**config.mk**
```make
export PLATFORM = sky130hd
export DESIGN_NAME = pltbe_mul
export DESIGN_NICKNAME = d
export VERILOG_FILES = /design/src/rtl/pltbe_mul.sv
export SDC_FILE = /design/constraint.sdc
export NUM_CORES = 2
export LEC_CHECK = 0
export BUFFER_PORTS_ARGS = -buffer_cell sky130_fd_sc_hd__clkbuf_2
export CAP_MARGIN = 15
export CORE_UTILIZATION = 45
export DETAILED_ROUTE_END_ITERATION = 8
export PLACE_DENSITY_LB_ADDON = 0.25
export SETUP_SLACK_MARGIN = 0.2
export SLEW_MARGIN = 40
export SYNTH_ARGS = -nofsm -noshare
export SYNTH_HDL_FRONTEND = slang
export SYNTH_SLANG_ARGS = --single-unit
```
**constraint.sdc**
```tcl
create_clock -name i_clk -period 24.6 [get_ports i_clk]
set_input_delay 1.23 -clock i_clk [delete_from_list [all_inputs] [get_ports i_clk]]
set_output_delay 1.23 -clock i_clk [all_outputs]
set_load 0.05 [all_outputs]
```
**src/rtl/pltbe_mul.sv**
```systemverilog
// Shared signed multiplier with a registered product.
`default_nettype none
module pltbe_mul #(
    parameter int MW = 34
) (
    input  wire                   i_clk,
    input  wire signed [MW-1:0]   i_a,
    input  wire signed [MW-1:0]   i_b,
    output logic signed [2*MW-1:0] o_p
);

    logic signed [2*MW-1:0] r_p;

    // Register the product
    always_ff @(posedge i_clk) begin
        r_p <= (2*MW)'(i_a) * (2*MW)'(i_b);
    end

    assign o_p = r_p;

endmodule
`default_nettype wire

```
==> impl_metrics.yaml <==
cells_and_area:
  largest_reg_flops: 68
  seqCellArea_um2: 1361
  layout.nets: 6030
  area_growth_syn_to_layout_pct: 4.740
  drive_gt1_frac: 0.05043
  nFillCells: 9127
  multiInputGateArea_um2: 36140
  post-route-util: 0.4750
hold_path:
  min_path_type: "input pin to flop"
  min_delay_path_depth: 3
  holdCritStartpoint: "i_b[0]"
  min_to: "o_p[0]$_DFF_P_"
detailed_routing:
  vias: 29580
  initialDrtViolationCount: 1711
  routed_wl_mm: 115.3
  drcViolationCount: 4
  wl_per_cell_um: 19.92
  dr.pass1.iters: 9
  ant_nets: 0
  detail_route.vias_per_cell: 5.111
worst_setup_path:
  worstSetupStartpointType: "input pin"
  crit_fanout: 34
  cp_slowest_cell: "fa_1"
  path_class: "input pin to flop"
  crit_top_cell: "fa_1"
  cp_data_required_time_ns: 24.93
  cp_slowest_stage_delay_ns: 0.71
  critical_path_arrival_ns: 9.67
  crit_path_end_kind: "flop"
grt:
  grt_max_degree: 35
  antenna_found_initial: 10
  grt_pass1_wl_mm: 190.3
  grt_overflow_total: 0
  grt_use_total: 0.2566
  grt_pass1_vias: 33200
clock_tree:
  ctsHoldBuffers: 0
  numCtsBuffers: 9
  cts_resized: 0
  tritoncts: "built"
  cts_sinks: 68
  cts-htree-levels: 3
  clkTransAtPathRegs_ns: 0.07
  post_cts_buffers: 0
  cts_buffer_depth: 2
  cts-root-buf: "clkbuf_16"
timing:
  fin_tns_setup_ns: 0
  finalCritPeriodShare: 0.3795
  rsz0062_at_grt: "no"
  hold_slack_ns: 1.399
  fmax_mhz: 107.1
  tightest_slew_ns: 0.8764
  period_minus_slack_ns: 9.335
  slew_viol_final: 0
  final-hold-violation-count: 0
  max_slew_margin: 0.4157
  setup_viol: 0
synth:
  ys_seq_elements: 68
  synthesis.nets: 6068
  yosys_warnings: 0
  synth_top_flop_cell: "dfxtp_1"
  yosysMostFrequentCell: "fa_1"
  yosysTopAreaCell: "fa_1"
  syn_area_um2: 43030
  ys_seq_area_frac: 0.03164
  synth.top_cell.area_share: 0.5774
  synth-edff-count: 0
  async_flop_share: 0
  ys_types: 69
  netlist_instances: 4554
  ys_top_cells_by_count: "1,241 x fa_1, 1,231 x inv_1, 621 x and2_1"
  yosys-top-cells-area: "fa_1 58%, inv_1 11%, and2_1 9.0%, ha_1 5.9%, nand2_1 4.7%"
  syn_avg_cell_area_um2: 9.448
floorplanning:
  core-area_um2: 94870
  die_y_um: 311.2
  rows: 113
  ios: 137
  die_width_um: 311.2
  dieArea_um2: 96860
  initial_core_util: 0.4535
flow_run:
  cap_violations: 0
placement:
  place_congestion: 0.8951
  port_buffers: 136
  dp_hpwl_mm: 89.32
status:
  violations: "DRC"
  run_status: "finished with violations"
worst max-delay path: cells and delay by family:
family | cells | cell delay [ns]
buffers and inverters | 8 | 1.03
adder cells (fa/ha/maj) | 9 | 4.61
AND/OR/NAND/NOR | 5 | 1.55
XOR/XNOR | 1 | 0.16
AO/OA/AOI/OAI | 5 | 1.05
layout by cell type, fill, tap and decap left out, types with 15 or more instances in the layout:
cell type  synthesis  routed
fa_1            1241    1240
inv_1           1231    1231
and2_1           621     621
nand2_1          542     542
ha_1             204     204
clkbuf_2           2     114
dfxtp_1           68      68
a21oi_1           61      61
xnor2_1           56      56
nor2_1            54      54
buf_4              4      41
a21o_1            37      37
o21ai_0           31      31
xor2_1            23      23
nand2b_1          20      20
clkbuf_4           1      15
logic make-up after synthesis:
family,after synthesis,synth area share
buf+inv,1460,0.1284
compound gates,206,0.03347
flops,68,0.03164
simple gates,1296,0.1537
fa+ha+maj,1445,0.6367
xor+xnor,79,0.01608
metal layers:
layer / up-vias / wire length, um / GRT usage
met3: 209 / 7154 / 0.04052
met5: - / 96 / 0
li1: 12700 / - / -
met2: 912 / 56000 / 0.4257
met4: 14 / 2971 / 0.06695
met1: 15740 / 49100 / 0.3514
metrics by stage:
stage / cell area (um2) / setup slack (ns) / cells
5_1_grt: 45060 / 15.00 / 5786
6_report: 45070 / 15.27 / 5788
4_1_cts: 45020 / 15.42 / 5784
3_3_place_gp: 44700 / 14.95 / 5768
2_1_floorplan: 43030 / 15.88 / 4554
3_5_place_dp: 44740 / 14.98 / 5768
final cells by class:
| cell class | instances | area share |
|---|---|---|
| antenna | 2 | 0.0001111 |
| clock buffer | 11 | 0.005386 |
| clock inverter | 5 | 0.0008329 |
| inverter | 1232 | 0.1026 |
| multi-input combinational | 3026 | 0.8020 |
| sequential | 68 | 0.03021 |
| tap | 1265 | 0.03512 |
| timing repair buffer | 179 | 0.02371 |
worst max-delay path by stage:
stage / cells after the start / slack, ns / endpoint / startpoint
2_1_floorplan: 24 / 15.88 / o_p[65]$_DFF_P_ / i_a[33]
3_3_place_gp: 21 / 14.95 / o_p[66]$_DFF_P_ / i_a[33]
3_5_place_dp: 28 / 14.98 / o_p[67]$_DFF_P_ / i_a[33]
4_1_cts: 22 / 15.42 / o_p[67]$_DFF_P_ / i_a[33]
5_1_grt: 28 / 15.00 / o_p[65]$_DFF_P_ / i_a[33]
6_report: 28 / 15.27 / o_p[65]$_DFF_P_ / i_a[33]
Power is not shown: default switching activity piles up to over one toggle a cycle in this logic, so the estimate is an artifact.
