==> config.mk <==
export PLATFORM = sky130hd
export DESIGN_NAME = pltbe_sqrt
export DESIGN_NICKNAME = d
export VERILOG_FILES = /design/src/rtl/pltbe_sqrt.sv
export SDC_FILE = /design/constraint.sdc
export NUM_CORES = 1
export LEC_CHECK = 0
export BUFFER_PORTS_ARGS = -buffer_cell sky130_fd_sc_hd__clkbuf_2
export CORE_ASPECT_RATIO = 0.7
export CORE_MARGIN = 5
export CORE_UTILIZATION = 58
export DETAILED_ROUTE_END_ITERATION = 10
export GPL_ROUTABILITY_DRIVEN = 0
export PLACE_DENSITY_LB_ADDON = 0.3
export SKIP_CTS_REPAIR_TIMING = 1
export SYNTH_ARGS = -nofsm -noshare
export SYNTH_HDL_FRONTEND = slang
export SYNTH_SLANG_ARGS = --single-unit
export TNS_END_PERCENT = 100
==> constraint.sdc <==
create_clock -name i_clk -period 4.1 [get_ports i_clk]
set_clock_uncertainty 0.1 [all_clocks]
set_input_delay 0.205 -clock i_clk [delete_from_list [all_inputs] [get_ports i_clk]]
set_output_delay 0.205 -clock i_clk [all_outputs]
set_load 0.01 [all_outputs]
==> src/rtl/pltbe_sqrt.sv <==
// Bit-serial restoring integer square root, one result bit per cycle.
`default_nettype none
module pltbe_sqrt #(
    parameter int RT_W = 33
) (
    input  wire                i_clk,
    input  wire                i_rst_n,
    input  wire                i_start,
    input  wire [2*RT_W-1:0]   i_rad,
    output logic               o_busy,
    output logic               o_done,
    output logic [RT_W-1:0]    o_root
);

    localparam int CNT_W = $clog2(RT_W + 1);

    logic [2*RT_W-1:0] r_rad;
    logic [RT_W+1:0]   r_rem;
    logic [RT_W-1:0]   r_root;
    logic [CNT_W-1:0]  r_cnt;
    logic              r_busy;
    logic              r_done;
    logic [RT_W+3:0]   tmp;
    logic [RT_W+3:0]   trial;

    // Bring down two radicand bits and try the next root bit
    assign tmp   = {r_rem, r_rad[2*RT_W-1 -: 2]};
    assign trial = (RT_W+4)'({r_root, 2'b01});

    // Control: count iterations, pulse done at the end
    always_ff @(posedge i_clk) begin
        if (!i_rst_n) begin
            r_busy <= 1'b0;
            r_done <= 1'b0;
            r_cnt  <= '0;
        end else begin
            r_done <= 1'b0;
            if (i_start) begin
                r_busy <= 1'b1;
                r_cnt  <= '0;
            end else if (r_busy) begin
                r_cnt <= r_cnt + 1'b1;
                if (r_cnt == CNT_W'(RT_W - 1)) begin
                    r_busy <= 1'b0;
                    r_done <= 1'b1;
                end
            end
        end
    end

    // Datapath: shift radicand, update remainder and root
    always_ff @(posedge i_clk) begin
        if (i_start) begin
            r_rad  <= i_rad;
            r_rem  <= '0;
            r_root <= '0;
        end else if (r_busy) begin
            r_rad <= {r_rad[2*RT_W-3:0], 2'b00};
            if (tmp >= trial) begin
                r_rem  <= (RT_W+2)'(tmp - trial);
                r_root <= {r_root[RT_W-2:0], 1'b1};
            end else begin
                r_rem  <= tmp[RT_W+1:0];
                r_root <= {r_root[RT_W-2:0], 1'b0};
            end
        end
    end

    assign o_busy = r_busy;
    assign o_done = r_done;
    assign o_root = r_root;

endmodule
`default_nettype wire

==> flow_summary.yaml <==
synth:
  synth.lib_cells_used.distinct: 60
  synth_area_per_cell_um2: 9.91
  syn-cell-area_um2: 7880
  yosysWarnings: 0
  top_area_cell_type_share_of_the_netlist_area: 0.252
  synth.area.top_cells: "sky130_fd_sc_hd__edfxtp_1 25%, sky130_fd_sc_hd__dfxtp_1 19%, sky130_fd_sc_hd__mux2_2 9.3%, sky130_fd_sc_hd__ha_1 5.9%, sky130_fd_sc_hd__mux2i_1 4.6%"
  number_of_storage_elements_in_the_synthesis_netlist: 142
  yosysTopAreaCell: "sky130_fd_sc_hd__edfxtp_1"
  synth_top_flop_cell: "sky130_fd_sc_hd__dfxtp_1"
  post_syn_instances: 795
  seq_area_frac_synth: 0.445
  synth_top_cells_by_count: "82 x sky130_fd_sc_hd__nor2_1, 76 x sky130_fd_sc_hd__dfxtp_1, 69 x sky130_fd_sc_hd__nand2_1, 66 x sky130_fd_sc_hd__edfxtp_1, 65 x sky130_fd_sc_hd__mux2_2"
  postSynth.asyncResetShare: 0
  synth_most_common_cell: "sky130_fd_sc_hd__nor2_1"
  synth_enable_flop_cells: 66
  mappedNetlistNets: 901
setup_path:
  critPathMaxFanout: 16
  critPathCaptureType: "register"
  crit_required_ns: 4.33
  criticalPathCategory: "register to register"
  worst-r2r-setup-slack_ns: 0.43
  critical_path_arrival_ns: 3.90
  crit_path_start_kind: "register"
timing:
  final_hold_viol_count: 8
  final.period_utilization: 0.896
  tightestPinTransition_ns: 0.912
  hold_ws_ns: -0.00741
  setup_slack_ns: 0.426
  finalSetupTns_ns: 0
  setup_viol: 0
  rsz_0062_raised_after_global_routing: "false"
  fmaxAchievable_mhz: 272
  maxSlewHeadroom: 0.392
  maxSlewViolCount: 0
  final_period_minus_worst_setup_slack_ns: 3.67
global_routing:
  antenna_violations_before_repair: 0
  gr-usage-met1: 0.327
  grt_pass1_wl_um: 30900
  congestion_overflow_gr: 0
  globalRoute.busiestLayer: "met2"
  grt_start_max_net_pins: 80
  grt_util_all_layers: 0.238
  met2_usage: 0.378
  grt_use_met3: 0.0518
  vias_in_the_first_global_route: 6319
power:
  cellLeakagePower_nw: 3.85
  power_density_nw_per_um2: 721
  post-layout-total-power_mw: 6.85
  vdd_drop_max_mv: 0.522
detailed_routing:
  detail_route.wirelength_um: 19700
  antenna_violating_nets_post_route: 0
  drt-wirelength-per-cell_um: 17.6
  detail_route.drc_violations: 0
  drt_pass1_iterations: 5
  drt-vias-per-instance: 5.88
  dr.first_iter.drc_count: 589
  num_vias: 6588
min_path:
  worstHoldPathType: "input port to register"
clock_network:
  cts.sink_count: 142
  tritoncts: "yes"
  clkLatencyLatePin_ns: 0.42
  max-clock-path-buffers: 2
  cts.reportedPaths.clkPinSlew_ns: 0.06
  cts_buffers: 17
  cts_root_buffer: "sky130_fd_sc_hd__clkbuf_16"
  h_tree_level_count: 4
die:
  die_w_um: 149
  ioPinCount: 104
  die_height_um: 107
  core_area_um2: 13200
  floorplan.initialDensity: 0.595
  dieArea_um2: 16000
  num_rows: 35
final_layout:
  fin_cells: 1120
  final_util: 0.718
  post_route_cells_drive_above_1_share: 0.231
  n_antenna_cell: 0
  fillers: 1001
  finalNetCount: 1028
  ff_latch_area_um2: 3510
  multi_input_area_um2: 4020
  area_delta_synth_final_pct: 20.5
job:
  drv_cap: 0
placement:
  detailedPlacementHpwl_um: 13100
  portBuffers: 103
  placed_cells: 1046
  dp_worst_setup_slack_ns: 0.517
outcome:
  failed_checks: "hold timing"
  run_status: "finished with violations"
-- state kept, by name, indices dropped and copies added (netlist names) --
register and count:
r_rad 66, o_busy 1, o_done 1, r_rem 35
r_cnt 6, o_root 33
-- path summary, 6_finish.rpt --
kind                                          endpoint                     from  depth (start not counted)
worst max register to register  r_rem[18]$_SDFFE_PP0P_  o_root[28]$_SDFFE_PP0P_                         10
worst min-delay path               r_rad[13]$_DFFE_PP_                i_rad[13]                          2
worst min register to register   r_rem[0]$_SDFFE_PP0P_    r_rem[0]$_SDFFE_PP0P_                          2
worst max-delay path            r_rem[18]$_SDFFE_PP0P_  o_root[28]$_SDFFE_PP0P_                         10
-- per-layer routing --
layer | wire (µm) | vias to the layer above | share of wire
met2 | 9230 | 297 | 0.47
li1 | - | 3139 | -
met3 | 1370 | 39 | 0.069
met1 | 8780 | 3113 | 0.45
met5 | 0 | - | 0
met4 | 345 | 0 | 0.017
-- metrics by stage --
stage,cell area [µm²],hold slack [ns]
after floorplan,7880,0.233
after detailed placement,8510,0.379
final,9490,-0.00741
after global routing,9490,-0.00863
after CTS,9070,-0.0587
after global placement,8510,0.355
-- logic make-up (layout without fill, tap and decap cells) --
kind of cell | count (synthesis) | count (layout) | synth area share
AO/OA/AOI/OAI | 155 | 155 | 0.135
flip-flops | 142 | 142 | 0.445
multiplexers | 101 | 101 | 0.139
buffers and inverters | 88 | 228 | 0.0445
adder cells (fa/ha/maj) | 37 | 37 | 0.0588
AND/OR/NAND/NOR | 238 | 238 | 0.141
XOR/XNOR | 34 | 34 | 0.0378
-- cell type report --
type	count	area share
clock inverters	14	0.0142
well taps	185	0.0244
inverters	44	0.0174
multi-input cells	565	0.424
flip-flops and latches	142	0.369
repair buffers	152	0.106
clock buffers	18	0.0452
-- where the power goes --
group          switching [mW]  total [mW]  internal (mW)
logic                    2.17        3.53           1.36
registers               0.137        1.83           1.69
clock network           0.642        1.49          0.846
total                    2.95        6.85           3.90
-- worst max-delay path, cell delays in order (launching register included) --
cell	delay (ns)
sky130_fd_sc_hd__dfxtp_1	0.39
sky130_fd_sc_hd__inv_1	0.07
sky130_fd_sc_hd__ha_1	0.44
sky130_fd_sc_hd__nand3_1	0.19
sky130_fd_sc_hd__nor3_4	0.21
sky130_fd_sc_hd__nand2_1	0.10
sky130_fd_sc_hd__or4_1	0.51
sky130_fd_sc_hd__a211oi_2	0.28
sky130_fd_sc_hd__or2_1	0.55
sky130_fd_sc_hd__nand3_1	0.45
sky130_fd_sc_hd__o221ai_1	0.29
-- layout by cell type, fill, tap and decap left out, drive strengths merged, types with 37 or more instances in the layout --
master,netlist,routed
clkbuf,26,120
nor2,82,82
dfxtp,76,76
nand2,70,70
edfxtp,66,66
mux2,65,65
inv,44,49
dlygate4sd3,0,42
a21oi,37,37
ha,37,37
(Power assumes the default switching activity.)
