--- src/rtl/pltbe_pkg.sv ---
// Shared constants and types of the path length, turn and battery estimator.
`default_nettype none
package pltbe_pkg;

    localparam int COORD_WIDTH_DEF      = 32;
    localparam int TURN_COUNT_WIDTH_DEF = 24;

    localparam int DIST_W     = 48;
    localparam int PCT_W      = 40;
    localparam int NUM_W      = 80;
    localparam int DEN_W      = 32;
    localparam int SPEED_W    = 24;
    localparam int RESERVE_W  = 16;
    localparam int CFG_IDX_W  = 3;
    localparam int CFG_DATA_W = 32;

    localparam logic [28:0] COS1_Q28    = 29'd268394572;
    localparam logic [22:0] HUNDRED_Q16 = 23'd6553600;

    typedef enum logic [CFG_IDX_W-1:0] {
        CFG_SPEED,
        CFG_TURN_SEC,
        CFG_TOL_SEC,
        CFG_USABLE,
        CFG_RESERVE,
        CFG_CAPACITY
    } t_cfg_idx;

    typedef enum logic [4:0] {
        S_IDLE,
        S_SQX,
        S_SQY,
        S_SQSUM,
        S_ROOT_GO,
        S_ROOT,
        S_DOT_A,
        S_DOT_B,
        S_DOT_C,
        S_LEN_P,
        S_COS_LO,
        S_COS_HI,
        S_CMP,
        S_UPD,
        S_LATCH,
        S_F_TURN,
        S_F_TURNP,
        S_F_CRUISE,
        S_F_TOTAL,
        S_F_E0,
        S_F_E1,
        S_F_E2,
        S_F_E3,
        S_F_EDIV,
        S_F_UGO,
        S_F_UDIV,
        S_OUT
    } t_state;

endpackage
`default_nettype wire

--- src/rtl/pltbe_div.sv ---
// Shared restoring divider, one quotient bit per cycle.
`default_nettype none
module pltbe_div (
    input  wire                        i_clk,
    input  wire                        i_rst_n,
    input  wire                        i_start,
    input  wire [pltbe_pkg::NUM_W-1:0] i_num,
    input  wire [pltbe_pkg::DEN_W-1:0] i_den,
    output logic                       o_busy,
    output logic                       o_done,
    output logic [pltbe_pkg::NUM_W-1:0] o_quot
);

    localparam int NW    = pltbe_pkg::NUM_W;
    localparam int DW    = pltbe_pkg::DEN_W;
    localparam int CNT_W = $clog2(NW + 1);

    logic [NW-1:0]    r_num;
    logic [DW-1:0]    r_den;
    logic [DW-1:0]    r_rem;
    logic [CNT_W-1:0] r_cnt;
    logic             r_busy;
    logic             r_done;
    logic [DW:0]      tmp;

    // Bring down the next numerator bit
    assign tmp = {r_rem, r_num[NW-1]};

    // Control: count iterations, pulse done at the end
    always_ff @(posedge i_clk) begin
        if (!i_rst_n) begin
            r_busy <= 1'b0;
            r_done <= 1'b0;
            r_cnt  <= '0;
        end else begin
            r_done <= 1'b0;
            if (i_start) begin
                r_busy <= 1'b1;
                r_cnt  <= '0;
            end else if (r_busy) begin
                r_cnt <= r_cnt + 1'b1;
                if (r_cnt == CNT_W'(NW - 1)) begin
                    r_busy <= 1'b0;
                    r_done <= 1'b1;
                end
            end
        end
    end

    // Datapath: quotient bits shift in where numerator bits leave
    always_ff @(posedge i_clk) begin
        if (i_start) begin
            r_num <= i_num;
            r_den <= i_den;
            r_rem <= '0;
        end else if (r_busy) begin
            if (tmp >= {1'b0, r_den}) begin
                r_rem <= DW'(tmp - {1'b0, r_den});
                r_num <= {r_num[NW-2:0], 1'b1};
            end else begin
                r_rem <= tmp[DW-1:0];
                r_num <= {r_num[NW-2:0], 1'b0};
            end
        end
    end

    assign o_busy = r_busy;
    assign o_done = r_done;
    assign o_quot = r_num;

endmodule
`default_nettype wire

--- config.mk ---
export PLATFORM = sky130hd
export DESIGN_NAME = pltbe_div
export DESIGN_NICKNAME = d
export VERILOG_FILES = /design/src/rtl/pltbe_pkg.sv /design/src/rtl/pltbe_div.sv
export SDC_FILE = /design/constraint.sdc
export NUM_CORES = 1
export LEC_CHECK = 0
export BUFFER_PORTS_ARGS = -buffer_cell sky130_fd_sc_hd__buf_2
export CAP_MARGIN = 40
export CORE_ASPECT_RATIO = 0.6
export CORE_MARGIN = 4
export CORE_UTILIZATION = 58
export CTS_CLUSTER_DIAMETER = 30
export DETAILED_ROUTE_END_ITERATION = 12
export GPL_TIMING_DRIVEN = 0
export PLACE_DENSITY_LB_ADDON = 0.15
export SYNTH_ARGS = -nofsm -noshare
export SYNTH_HDL_FRONTEND = slang
export SYNTH_SLANG_ARGS = --single-unit
--- constraint.sdc ---
create_clock -name i_clk -period 5.8 [get_ports i_clk]
set_clock_uncertainty 0.2 [all_clocks]
set_input_delay 0.87 -clock i_clk [delete_from_list [all_inputs] [get_ports i_clk]]
set_output_delay 0.87 -clock i_clk [all_outputs]
set_load 0.005 [all_outputs]
==> results_dict.tcl, run 1 <==
set metrics [dict create \
    run_status "completed" \
    hold_viol 0 \
    crit-reg2reg-launch "o_quot[79]$_DFFE_PP_" \
    clock-root-buffer "sky130_fd_sc_hd__clkbuf_16" \
    worst_r2r_endpoint "r_rem[28]$_SDFFE_PP0P_" \
    initialDrtViolationCount 616 \
    ff2ff_path_depth 12 \
    worst_setup_path_start_kind "flop" \
    clock_power_share_pct 36.7 \
    grt_util_met2_pct 39.0 \
    n_fill_cell 959 \
    drc 0 \
    cpMaxStageDelayCell "sky130_fd_sc_hd__or4b_1" \
    critical_path.max_fanout 3 \
    num_rows 33 \
    global_router_s_overall_resource_usage_pct 25.5 \
    timing.hold.worst.class "flop to flop" \
    worstPathCellList "inv_1, ha_1, fa_1, nand2b_1, a21oi_1, a211o_1, a21o_1, a21oi_1, o31ai_1, a31oi_1, or4b_1, nand3_1" \
    final-setup-viol-count 0 \
    fin_total_pwr_uw 2900 \
    yosys_synthesis_warning_count 0 \
    setup.worst_path.class "flop to flop" \
    die-width_um 161 \
    clk_pin_slew_worst_paths_ns 0.07 \
    core_area_sq_um 13700 \
    cp_slowest_stage_delay_ns 0.52 \
    starting_density_pct 59.3 \
    clock_tree.htree_level_count 4 \
    place_hpwl_mm 15.6 \
    yosys_register_bits 153 \
    max_cap_violations 0 \
    maxClockFrequency_ghz 0.282 \
    syn_to_final_growth_pct 22.4 \
    drt-vias-per-instance 5.81 \
    min_delay_path_depth 2 \
    route.final.wire_length_mm 20.8 \
    ios 197 \
    most_prevalent_standard_cell_on_the_critical_path "sky130_fd_sc_hd__a21oi_1" \
    max_slew_margin_pct 46.6 \
    global_route.overflow_total 0 \
    critical_path.startpoint "o_quot[79]$_DFFE_PP_" \
    cts_sinks 153 \
    hold_path_startpoint "r_rem[2]$_SDFFE_PP0P_" \
    arrival_ns 3.70 \
    cts-buffers-inserted 17 \
    max_slew.worst_pin.slew_ns 0.801 \
    finalMaxSlewViolations 0 \
    tns_ns 0 \
    final_clock_period_utilization_by_the_worst_path_pct 61.1 \
    tritoncts "yes" \
    cell_area_after_synthesis_sq_um 8110 \
    gp_congestion 0.982 \
    dominantRegCellSynth "sky130_fd_sc_hd__edfxtp_1" \
    proportion_of_power_drawn_by_flip_flops_and_latches_pct 46.0 \
    grt_use_met3_pct 6.34 \
    internal_power_uw 2080 \
    synth_cell_type_count 63 \
    antenna_left 0 \
    required_ns 5.96 \
    grt-busiest-layer "met2" \
    total_leakage_power_uw 0.00415 \
    switching_share_pct 28.1 \
    switchingPower_uw 815 \
    grt_pass1_wl_mm 32.6 \
    route.vias.total 6543 \
    holdPathEnd "r_rem[2]$_SDFFE_PP0P_" \
    first_pass_iters 6 \
    die-area_sq_um 16000 \
    largest_net_degree_at_the_start_of_global_routing 55 \
    synth_cells 705 \
    syn-num-nets 854 \
    die_ht_um 99.6 \
    period_needed_ns 3.54 \
    worst_skew_pair.late_latency_ns 0.42 \
    power.density_nw_per_um2 292 \
    antenna_violations_before_repair 0 \
    p_comb_share_pct 17.3 \
    syn_avg_cell_area_sq_um 11.5 \
    setup.reg_to_reg.worst_slack_ns 2.26 \
    synth-seq-area-share_pct 51.6 \
    antenna_cells 0 \
    crit_path_end_kind "flop" \
    nNetsFinal 1070 \
    cts_setup_buffers 0 \
    ctsResizeCount 0 \
    port_buffers 196 \
    global_route.usage.met1_pct 37.0 \
    ir_worst_vdd_mv 0.246 \
    grt_setup_unrepaired "false" \
    register_area_sq_um 4180 \
    ctsHoldBuffers 0 \
    drive_above_1_share_pct 35.9 \
    synth_enable_flop_cells 112 \
    postSynth.asyncResetShare_pct 0 \
    multi_input_area_sq_um 3560 \
    detail_route.wl_per_cell_um 18.4 \
    clock_path_buffers 2 \
    first_global_vias 6289 \
]
## layout make-up
type                            instances  area share, %
Timing Repair Buffer                  197           10.2
Sequential cell                       153           42.2
Multi-Input combinational cell        470           35.9
Tap cell                              192           2.42
Clock buffer                           18           4.33
Inverter                               42           1.61
Buffer                                 40           2.01
Clock inverter                         14           1.34
## metrics by stage
step | utilization [%] | worst slack (ns) | instance area [sq um] | std cells | hold slack (ns)
2_1_floorplan | - | 2.21 | 8110 | 705 | 0.244
3_3_place_gp | 68.2 | 0.449 | 9330 | 1093 | 0.259
3_5_place_dp | 68.5 | 1.89 | 9360 | 1094 | 0.264
6_report | 72.6 | 2.26 | 9920 | 1126 | 0.291
4_1_cts | 72.6 | 2.32 | 9920 | 1126 | 0.284
5_1_grt | 72.6 | 2.13 | 9920 | 1126 | 0.328
## worst max-delay path, delay by kind of cell, from the launching register on
kind	cells	cell delay [ns]
buffers and inverters	1	0.06
adders and majority gates	2	0.63
and+or+nand+nor	3	0.79
AOI/OAI and AO/OA	6	1.42
DFF	1	0.39
## state kept, by name, summed over array words and instances (netlist names)
name and count:
o_busy 1, r_rem 32, o_done 1, r_den 32, r_cnt 7, o_quot 80
## placed cells by master (no fill, tap or decap), drive strengths merged, types with 7 or more instances in the layout
| master | synthesis | routed |
|---|---|---|
| nand3 | 9 | 9 |
| mux2 | 80 | 80 |
| o21ai | 37 | 37 |
| edfxtp | 112 | 112 |
| a21o | 13 | 13 |
| xnor2 | 20 | 20 |
| nor2 | 42 | 42 |
| inv | 42 | 50 |
| clkbuf | 25 | 43 |
| ha | 33 | 33 |
| a311oi | 9 | 9 |
| mux2i | 13 | 13 |
| a21oi | 43 | 43 |
| nor2b | 7 | 7 |
| nand4 | 11 | 11 |
| nand2 | 43 | 43 |
| buf | 15 | 212 |
| xor2 | 10 | 10 |
| dfxtp | 41 | 41 |
| a211oi | 15 | 15 |
## kinds of logic after synthesis
kind of cell             count (synthesis)  share of synthesized area, %
AND/OR/NAND/NOR                        148                          9.14
XOR/XNOR                                30                          3.24
adder cells (fa/ha/maj)                 34                          5.34
multiplexers                            93                          12.7
AO/OA/AOI/OAI                          165                          13.5
flip-flops                             153                          51.6
buffers and inverters                   82                          4.40
## how the worst max path moves through the flow
stage / end / depth (start not counted) / slack (ns)
final: r_rem[28]$_SDFFE_PP0P_ / 12 / 2.26
after global routing: r_rem[30]$_SDFFE_PP0P_ / 12 / 2.13
after CTS: r_rem[30]$_SDFFE_PP0P_ / 12 / 2.32
after detailed placement: o_quot[75]$_DFFE_PP_ / 5 / 1.89
after global placement: o_quot[61]$_DFFE_PP_ / 5 / 0.45
after floorplan: o_quot[0]$_DFFE_PP_ / 4 / 2.21
## Yosys cell counts (all sizes together) (7+ instances only)
master	number	area, sq um
clkbuf	25	93.8
buf	15	105
edfxtp	112	3360
nor2b	7	43.8
a21o	13	97.6
inv	42	158
nand4	11	75.1
xnor2	20	175
dfxtp	41	821
a311oi	9	85.1
nand2	43	161
mux2i	13	130
ha	33	413
nand3	9	45.0
nor2	42	160
o21ai	37	185
a21oi	43	219
xor2	10	87.6
mux2	80	901
a211oi	15	113
## routing by layer
metal | up-vias | part of all wire, %
met5 | - | 0
met4 | 0 | 1.6
met3 | 37 | 9.5
met2 | 347 | 44
met1 | 3092 | 45
li1 | 3067 | -
## power by group through the flow
| stage | clock network (uW) | logic (uW) | registers (uW) |
|---|---|---|---|
| 2_1_floorplan | 0 | 299 | 1350 |
| 3_3_place_gp | 0 | 470 | 1350 |
| 3_5_place_dp | 0 | 492 | 1350 |
| 4_1_cts | 1080 | 496 | 1330 |
| 5_1_grt | 1130 | 547 | 1340 |
| 6_report | 1060 | 501 | 1330 |
No activity file was read; power rests on OpenSTA's default activity.
==> run 2, diff against run 1 <==
--- a/config.mk
+++ b/config.mk
@@ -9,7 +9,7 @@
 export CAP_MARGIN = 40
 export CORE_ASPECT_RATIO = 0.6
 export CORE_MARGIN = 4
-export CORE_UTILIZATION = 58
+export CORE_UTILIZATION = 49
 export CTS_CLUSTER_DIAMETER = 30
 export DETAILED_ROUTE_END_ITERATION = 12
 export GPL_TIMING_DRIVEN = 0
==> constraint.sdc (replaced) <==
create_clock -name i_clk -period 3 [get_ports i_clk]
set_clock_uncertainty 0.2 [all_clocks]
set_input_delay 0.45 -clock i_clk [delete_from_list [all_inputs] [get_ports i_clk]]
set_output_delay 0.45 -clock i_clk [all_outputs]
set_load 0.005 [all_outputs]
==> run 2 against run 1 <==
Net effect: the run now ends with setup timing left; sequential cell count is the same; cell area grew 10%; sequential power grew 94%; register-to-register slack lost 2.5 ns; final cell count grew 5.8%; non-clock buffer count grew 49; clock power grew 110%; via count grew 3.3%; die area grew 17%.
==> results_dict.tcl, run 2 (synthesis gave the netlist of run 1 again) <==
set metrics [dict create \
    proportion_of_power_drawn_by_flip_flops_and_latches_pct 43.3 \
    first_pass_iters 5 \
    n_fill_cell 1186 \
    cts-buffers-inserted 17 \
    power.density_nw_per_um2 545 \
    path_delay_family "simple AND/OR/NAND/NOR gates" \
    setup.worst_path.class "flop to flop" \
    worstPathCellList "inv_2, ha_4, buf_6, and4_4, and4_1, nand4_1, o41ai_4, and4b_4, or3_1, mux2_4, a311oi_2" \
    timing.critical_path.buf_inv 2 \
    cp_slowest_stage_delay_ns 0.39 \
    critical_path.max_fanout 8 \
    clock-root-buffer "sky130_fd_sc_hd__clkbuf_16" \
    antenna_left 0 \
    layout_common_cells "197 x sky130_fd_sc_hd__buf_2, 112 x sky130_fd_sc_hd__edfxtp_1, 79 x sky130_fd_sc_hd__mux2_2, 40 x sky130_fd_sc_hd__inv_1" \
    placedInstanceArea_sq_um 9390 \
    internal_power_uw 4360 \
    hold_path_startpoint "i_den[25]" \
    final_clock_period_utilization_by_the_worst_path_pct 108 \
    global_route.overflow_total 0 \
    num_rows 36 \
    total_leakage_power_uw 0.00452 \
    p_comb_share_pct 19.5 \
    layout.cells.non_filler 1191 \
    die_ht_um 108 \
    route.final.wire_length_mm 23.2 \
    failed_checks "setup timing" \
    layout_setup_ws_ns -0.225 \
    detail_route.wl_per_cell_um 19.5 \
    required_ns 3.13 \
    antenna_violations_before_repair 0 \
    port_buffers 196 \
    largest_register_ffs 80 \
    period_needed_ns 3.23 \
    worst_skew_pair.late_latency_ns 0.42 \
    final-setup-viol-count 32 \
    dp_slack_ns -0.656 \
    largest_net_degree_at_the_start_of_global_routing 36 \
    layout_commonest_cell "sky130_fd_sc_hd__buf_2" \
    max_cap_violations 0 \
    clock_path_buffers 2 \
    switching_share_pct 26.9 \
    drc 0 \
    tritoncts "yes" \
    grt_setup_unrepaired "true" \
    cts_sinks 153 \
    first_global_vias 6697 \
    max_slew_margin_pct 35.8 \
    initialDrtViolationCount 658 \
    timing.hold.worst.class "primary input to flop" \
    nNetsFinal 1119 \
    gp_congestion 0.931 \
    ir_worst_vdd_mv 0.425 \
    ios 197 \
    final_area_sq_um 10900 \
    die-area_sq_um 18700 \
    route.vias.total 6759 \
    maxClockFrequency_ghz 0.310 \
    drive_above_1_share_pct 44.4 \
    dp_cells 1112 \
    die-width_um 174 \
    grt_pass1_wl_mm 34.7 \
    crit-reg2reg-launch "r_den[16]$_DFFE_PP_" \
    cpMaxStageDelayCell "sky130_fd_sc_hd__o41ai_4" \
    finalMaxSlewViolations 0 \
    clock_tree.htree_level_count 4 \
    worst_setup_path_start_kind "flop" \
    global_router_s_overall_resource_usage_pct 23.3 \
    drt-vias-per-instance 5.68 \
    place_hpwl_mm 16.2 \
    starting_density_pct 50.0 \
    switchingPower_uw 1610 \
    fin_total_pwr_uw 5970 \
    run_status "finished with violations" \
    crit_path_end_kind "flop" \
    clk_pin_slew_worst_paths_ns 0.07 \
    core_area_sq_um 16200 \
    arrival_ns 3.36 \
    syn_to_final_growth_pct 35.0 \
    max_slew.worst_pin.slew_ns 0.960 \
    hold_viol 0 \
    antenna_cells 0 \
    clock_power_share_pct 37.2 \
    critical_path.startpoint "r_den[16]$_DFFE_PP_" \
]
## run 2: cell types whose count changed in the layout (fill, tap and decap cells not counted), sizes merged
| cell | before | now |
|---|---|---|
| dlygate4sd3 | 0 | 17 |
| bufinv | 0 | 3 |
| inv | 50 | 45 |
| clkinv | 4 | 5 |
| buf | 212 | 244 |
## run 2: layer usage
metal	up-vias	GRT usage (%)	part of all wire, %
met4	0	7.11	2.0
met5	-	0	0
li1	3168	-	-
met3	53	6.63	8.1
met2	316	36.2	45
met1	3222	32.0	45
## run 2: power by group through the flow
stage               Clock (uW)  Combinational (uW)  Sequential [uW]
CTS                       2250                1040             2580
global route              2340                1260             2600
finish                    2220                1170             2580
detailed placement           0                 957             2620
global placement             0                 920             2610
floorplan                    0                 579             2610
## run 2: what timing repair did
action / CTS / global route
hold buffers: 17 / 0
cloned: 0 / 3
hold endpoints to repair: 17 / 0
endpoints found under the setup margin: 102 / 33
setup buffers: 18 / 12
gates resized for setup: 45 / 79
pin swaps: 15 / 35
## run 2: worst paths after layout
check	end	slack [ns]	depth (start not counted)
worst max-delay path	r_rem[30]$_SDFFE_PP0P_	-0.23	11
worst max register to register	r_rem[30]$_SDFFE_PP0P_	-0.23	11
worst min-delay path	r_den[25]$_DFFE_PP_	0.01	1
worst min register to register	r_cnt[6]$_SDFFE_PP0P_	0.29	2
## run 2: metrics by stage
step | utilization, % | hold slack [ns] | setup TNS [ns]
finish | 67.5 | 0.0128 | -3.66
global route | 67.5 | 0.00125 | -7.56
CTS | 64.5 | 0.000930 | -0.271
detailed placement | 57.9 | 0.266 | -68.12
global placement | 57.7 | 0.260 | -151.13
floorplan | - | 0.244 | 0
## run 2: layout make-up
| cell class | count | area, sq um | area share [%] |
|---|---|---|---|
| flip-flops and latches | 153 | 4190 | 38.3 |
| multi-input cells | 470 | 3990 | 36.5 |
| repair buffers | 248 | 1490 | 13.6 |
| clock buffers | 18 | 429 | 3.92 |
| well taps | 209 | 262 | 2.39 |
| plain buffers | 38 | 253 | 2.31 |
| clock inverters | 13 | 168 | 1.53 |
| inverters | 42 | 161 | 1.48 |
==> run 3, diff against run 2 <==
--- a/config.mk
+++ b/config.mk
@@ -14,6 +14,7 @@
 export DETAILED_ROUTE_END_ITERATION = 12
 export GPL_TIMING_DRIVEN = 0
 export PLACE_DENSITY_LB_ADDON = 0.15
+export REMOVE_ABC_BUFFERS = 1
 export SYNTH_ARGS = -nofsm -noshare
 export SYNTH_HDL_FRONTEND = slang
 export SYNTH_SLANG_ARGS = --single-unit
==> run 3 against run 2 <==
Net effect: the run still ends with setup timing left; combinational power hardly changed; setup slack better by 0.12 ns; utilization is 1.2 points higher; total power is 0.99% higher; final cell count is 0.59% lower; clock-buffer cell count is 1 higher; first-iteration DRC count is 33% lower; sequential cell count stayed put.
==> results_dict.tcl, run 3 (synthesis gave the netlist of run 1 again) <==
set metrics [dict create \
    run_status "finished with violations" \
    failed_checks "setup timing" \
    critical_path.startpoint "r_den[11]$_DFFE_PP_" \
    cp-endpoint "r_rem[28]$_SDFFE_PP0P_" \
    layout_common_cells "195 x sky130_fd_sc_hd__buf_2, 112 x sky130_fd_sc_hd__edfxtp_1, 80 x sky130_fd_sc_hd__mux2_2, 40 x sky130_fd_sc_hd__nor2_1, 40 x sky130_fd_sc_hd__dfxtp_1" \
    worst_skew_pair.late_latency_ns 0.42 \
    grt_use_met3_pct 7.37 \
    ir_worst_vdd_mv 0.359 \
    grt-busiest-layer "met2" \
    worst_setup_path_start_kind "flop" \
    clk_pin_slew_worst_paths_ns 0.06 \
    port_buffers 196 \
    power.density_nw_per_um2 541 \
    required_ns 3.17 \
    critical_path.max_fanout 6 \
    max_cap_violations 0 \
    setup.reg_to_reg.worst_slack_ns -0.10 \
    syn_to_final_growth_pct 37.4 \
    layout_commonest_cell "sky130_fd_sc_hd__buf_2" \
    layout.cells.non_filler 1184 \
    grt_pass1_wl_mm 34.1 \
    antenna_cells 0 \
    max_slew.worst_pin.slew_ns 0.782 \
    path_depth 11 \
    drive_above_1_share_pct 46.7 \
    final_clock_period_utilization_by_the_worst_path_pct 103 \
    ios 197 \
    route.vias.total 6612 \
    initialDrtViolationCount 439 \
    gp_congestion 0.868 \
    ff2ff_path_depth 11 \
    final_util_pct 68.7 \
    grt_util_met2_pct 35.9 \
    die-area_sq_um 18700 \
    setup.worst_path.class "flop to flop" \
    crit_path_end_kind "flop" \
    starting_density_pct 50.0 \
    global_route.usage.met1_pct 30.1 \
    arrival_ns 3.27 \
    crit-reg2reg-launch "r_den[11]$_DFFE_PP_" \
    tritoncts "yes" \
    maxClockFrequency_ghz 0.322 \
    dp_cells 1076 \
    largest_net_degree_at_the_start_of_global_routing 94 \
    first_pass_iters 5 \
    cp_slowest_stage_delay_ns 0.44 \
    finalMaxSlewViolations 0 \
    holdWs_ns 0.0633 \
    global_route.overflow_total 0 \
    final-setup-viol-count 18 \
    max_slew_margin_pct 47.6 \
    hold_viol 0 \
    nNetsFinal 1111 \
    period_needed_ns 3.10 \
    path_delay_family "simple AND/OR/NAND/NOR gates" \
    cpMaxStageDelayCell "sky130_fd_sc_hd__or4b_1" \
    clock_path_buffers 2 \
    route.final.wire_length_mm 21.5 \
    cts-buffers-inserted 17 \
    first_global_vias 6593 \
    num_rows 36 \
    timing.hold.worst.class "primary input to flop" \
    die_ht_um 108 \
    clock-root-buffer "sky130_fd_sc_hd__clkbuf_16" \
    timing.critical_path.buf_inv 2 \
    antenna_violations_before_repair 0 \
    cts_sinks 153 \
    die-width_um 174 \
    tns_ns -0.586 \
    place_hpwl_mm 13.9 \
    worstPathCellList "inv_1, ha_4, and2_4, and4_4, nand4_1, o41ai_4, and4b_4, nor2_4, buf_6, or4b_1, nand3_1" \
    largest_register_ffs 80 \
    clock_tree.htree_level_count 4 \
    worst_r2r_endpoint "r_rem[28]$_SDFFE_PP0P_" \
    global_router_s_overall_resource_usage_pct 22.6 \
    grt_setup_unrepaired "true" \
    detail_route.wl_per_cell_um 18.2 \
    drt-vias-per-instance 5.58 \
    layout_setup_ws_ns -0.103 \
    fin_total_pwr_uw 6030 \
    antenna_left 0 \
    total_leakage_power_uw 0.00454 \
    drc 0 \
    core_area_sq_um 16200 \
]
## run 3: repair_timing
item / CTS / global route
endpoints found under the setup margin: 32 / 32
cloned: 1 / 2
pin swaps: 23 / 27
buffers inserted: 28 / 13
resized for setup: 57 / 67
hold buffers: 32 / 0
hold endpoints to repair: 32 / 0
## run 3: worst min path at each step
| stage | startpoint | to | slack [ns] | cells past startpoint |
|---|---|---|---|---|
| finish | i_rst_n | o_busy$_SDFF_PN0_ | 0.06 | 2 |
| global route | i_rst_n | o_busy$_SDFF_PN0_ | 0.07 | 2 |
| CTS | i_rst_n | o_busy$_SDFF_PN0_ | 0.06 | 2 |
| detailed placement | r_rem[20]$_SDFFE_PP0P_ | r_rem[20]$_SDFFE_PP0P_ | 0.27 | 2 |
| global placement | r_rem[25]$_SDFFE_PP0P_ | r_rem[25]$_SDFFE_PP0P_ | 0.26 | 2 |
| floorplan | r_rem[2]$_SDFFE_PP0P_ | r_rem[2]$_SDFFE_PP0P_ | 0.24 | 2 |
## run 3: metrics by stage
stage	setup WS, ns	instance area (sq um)
after CTS	-0.0319	10700
after global routing	-0.160	11100
after detailed placement	-0.562	9290
after global placement	-3.61	9150
after floorplan	-0.864	7910
final	-0.103	11100
## run 3: area by class of cell
cell class / instances / area (sq um)
clock inverter: 13 / 166
clock buffer: 19 / 453
sequential: 153 / 4190
inverter: 42 / 160
multi-input combinational: 471 / 4140
fill: 1185 / 5080
tap: 209 / 262
timing repair buffer: 277 / 1770
## run 3: per-layer routing
layer	routed length, um	up-vias
li1	-	3149
met1	9510	3186
met2	9990	248
met3	1700	29
met4	328	0
met5	0	-
## run 3: where the power goes
part	total (uW)	internal (uW)	switching (uW)	leakage [uW]
logic	1180	592	584	0.00279
clock network	2270	1360	908	0.000296
registers	2580	2480	98.8	0.00145
total	6030	4440	1590	0.00454
## run 3: worst register-to-register path, stage by stage (launching register included)
cell and delay [ns]:
sky130_fd_sc_hd__edfxtp_1 0.33, sky130_fd_sc_hd__inv_1 0.08, sky130_fd_sc_hd__ha_4 0.31, sky130_fd_sc_hd__and2_4 0.16, sky130_fd_sc_hd__and4_4 0.24, sky130_fd_sc_hd__nand4_1 0.14, sky130_fd_sc_hd__o41ai_4 0.33, sky130_fd_sc_hd__and4b_4 0.30
sky130_fd_sc_hd__nor2_4 0.27, sky130_fd_sc_hd__buf_6 0.16, sky130_fd_sc_hd__or4b_1 0.44, sky130_fd_sc_hd__nand3_1 0.08
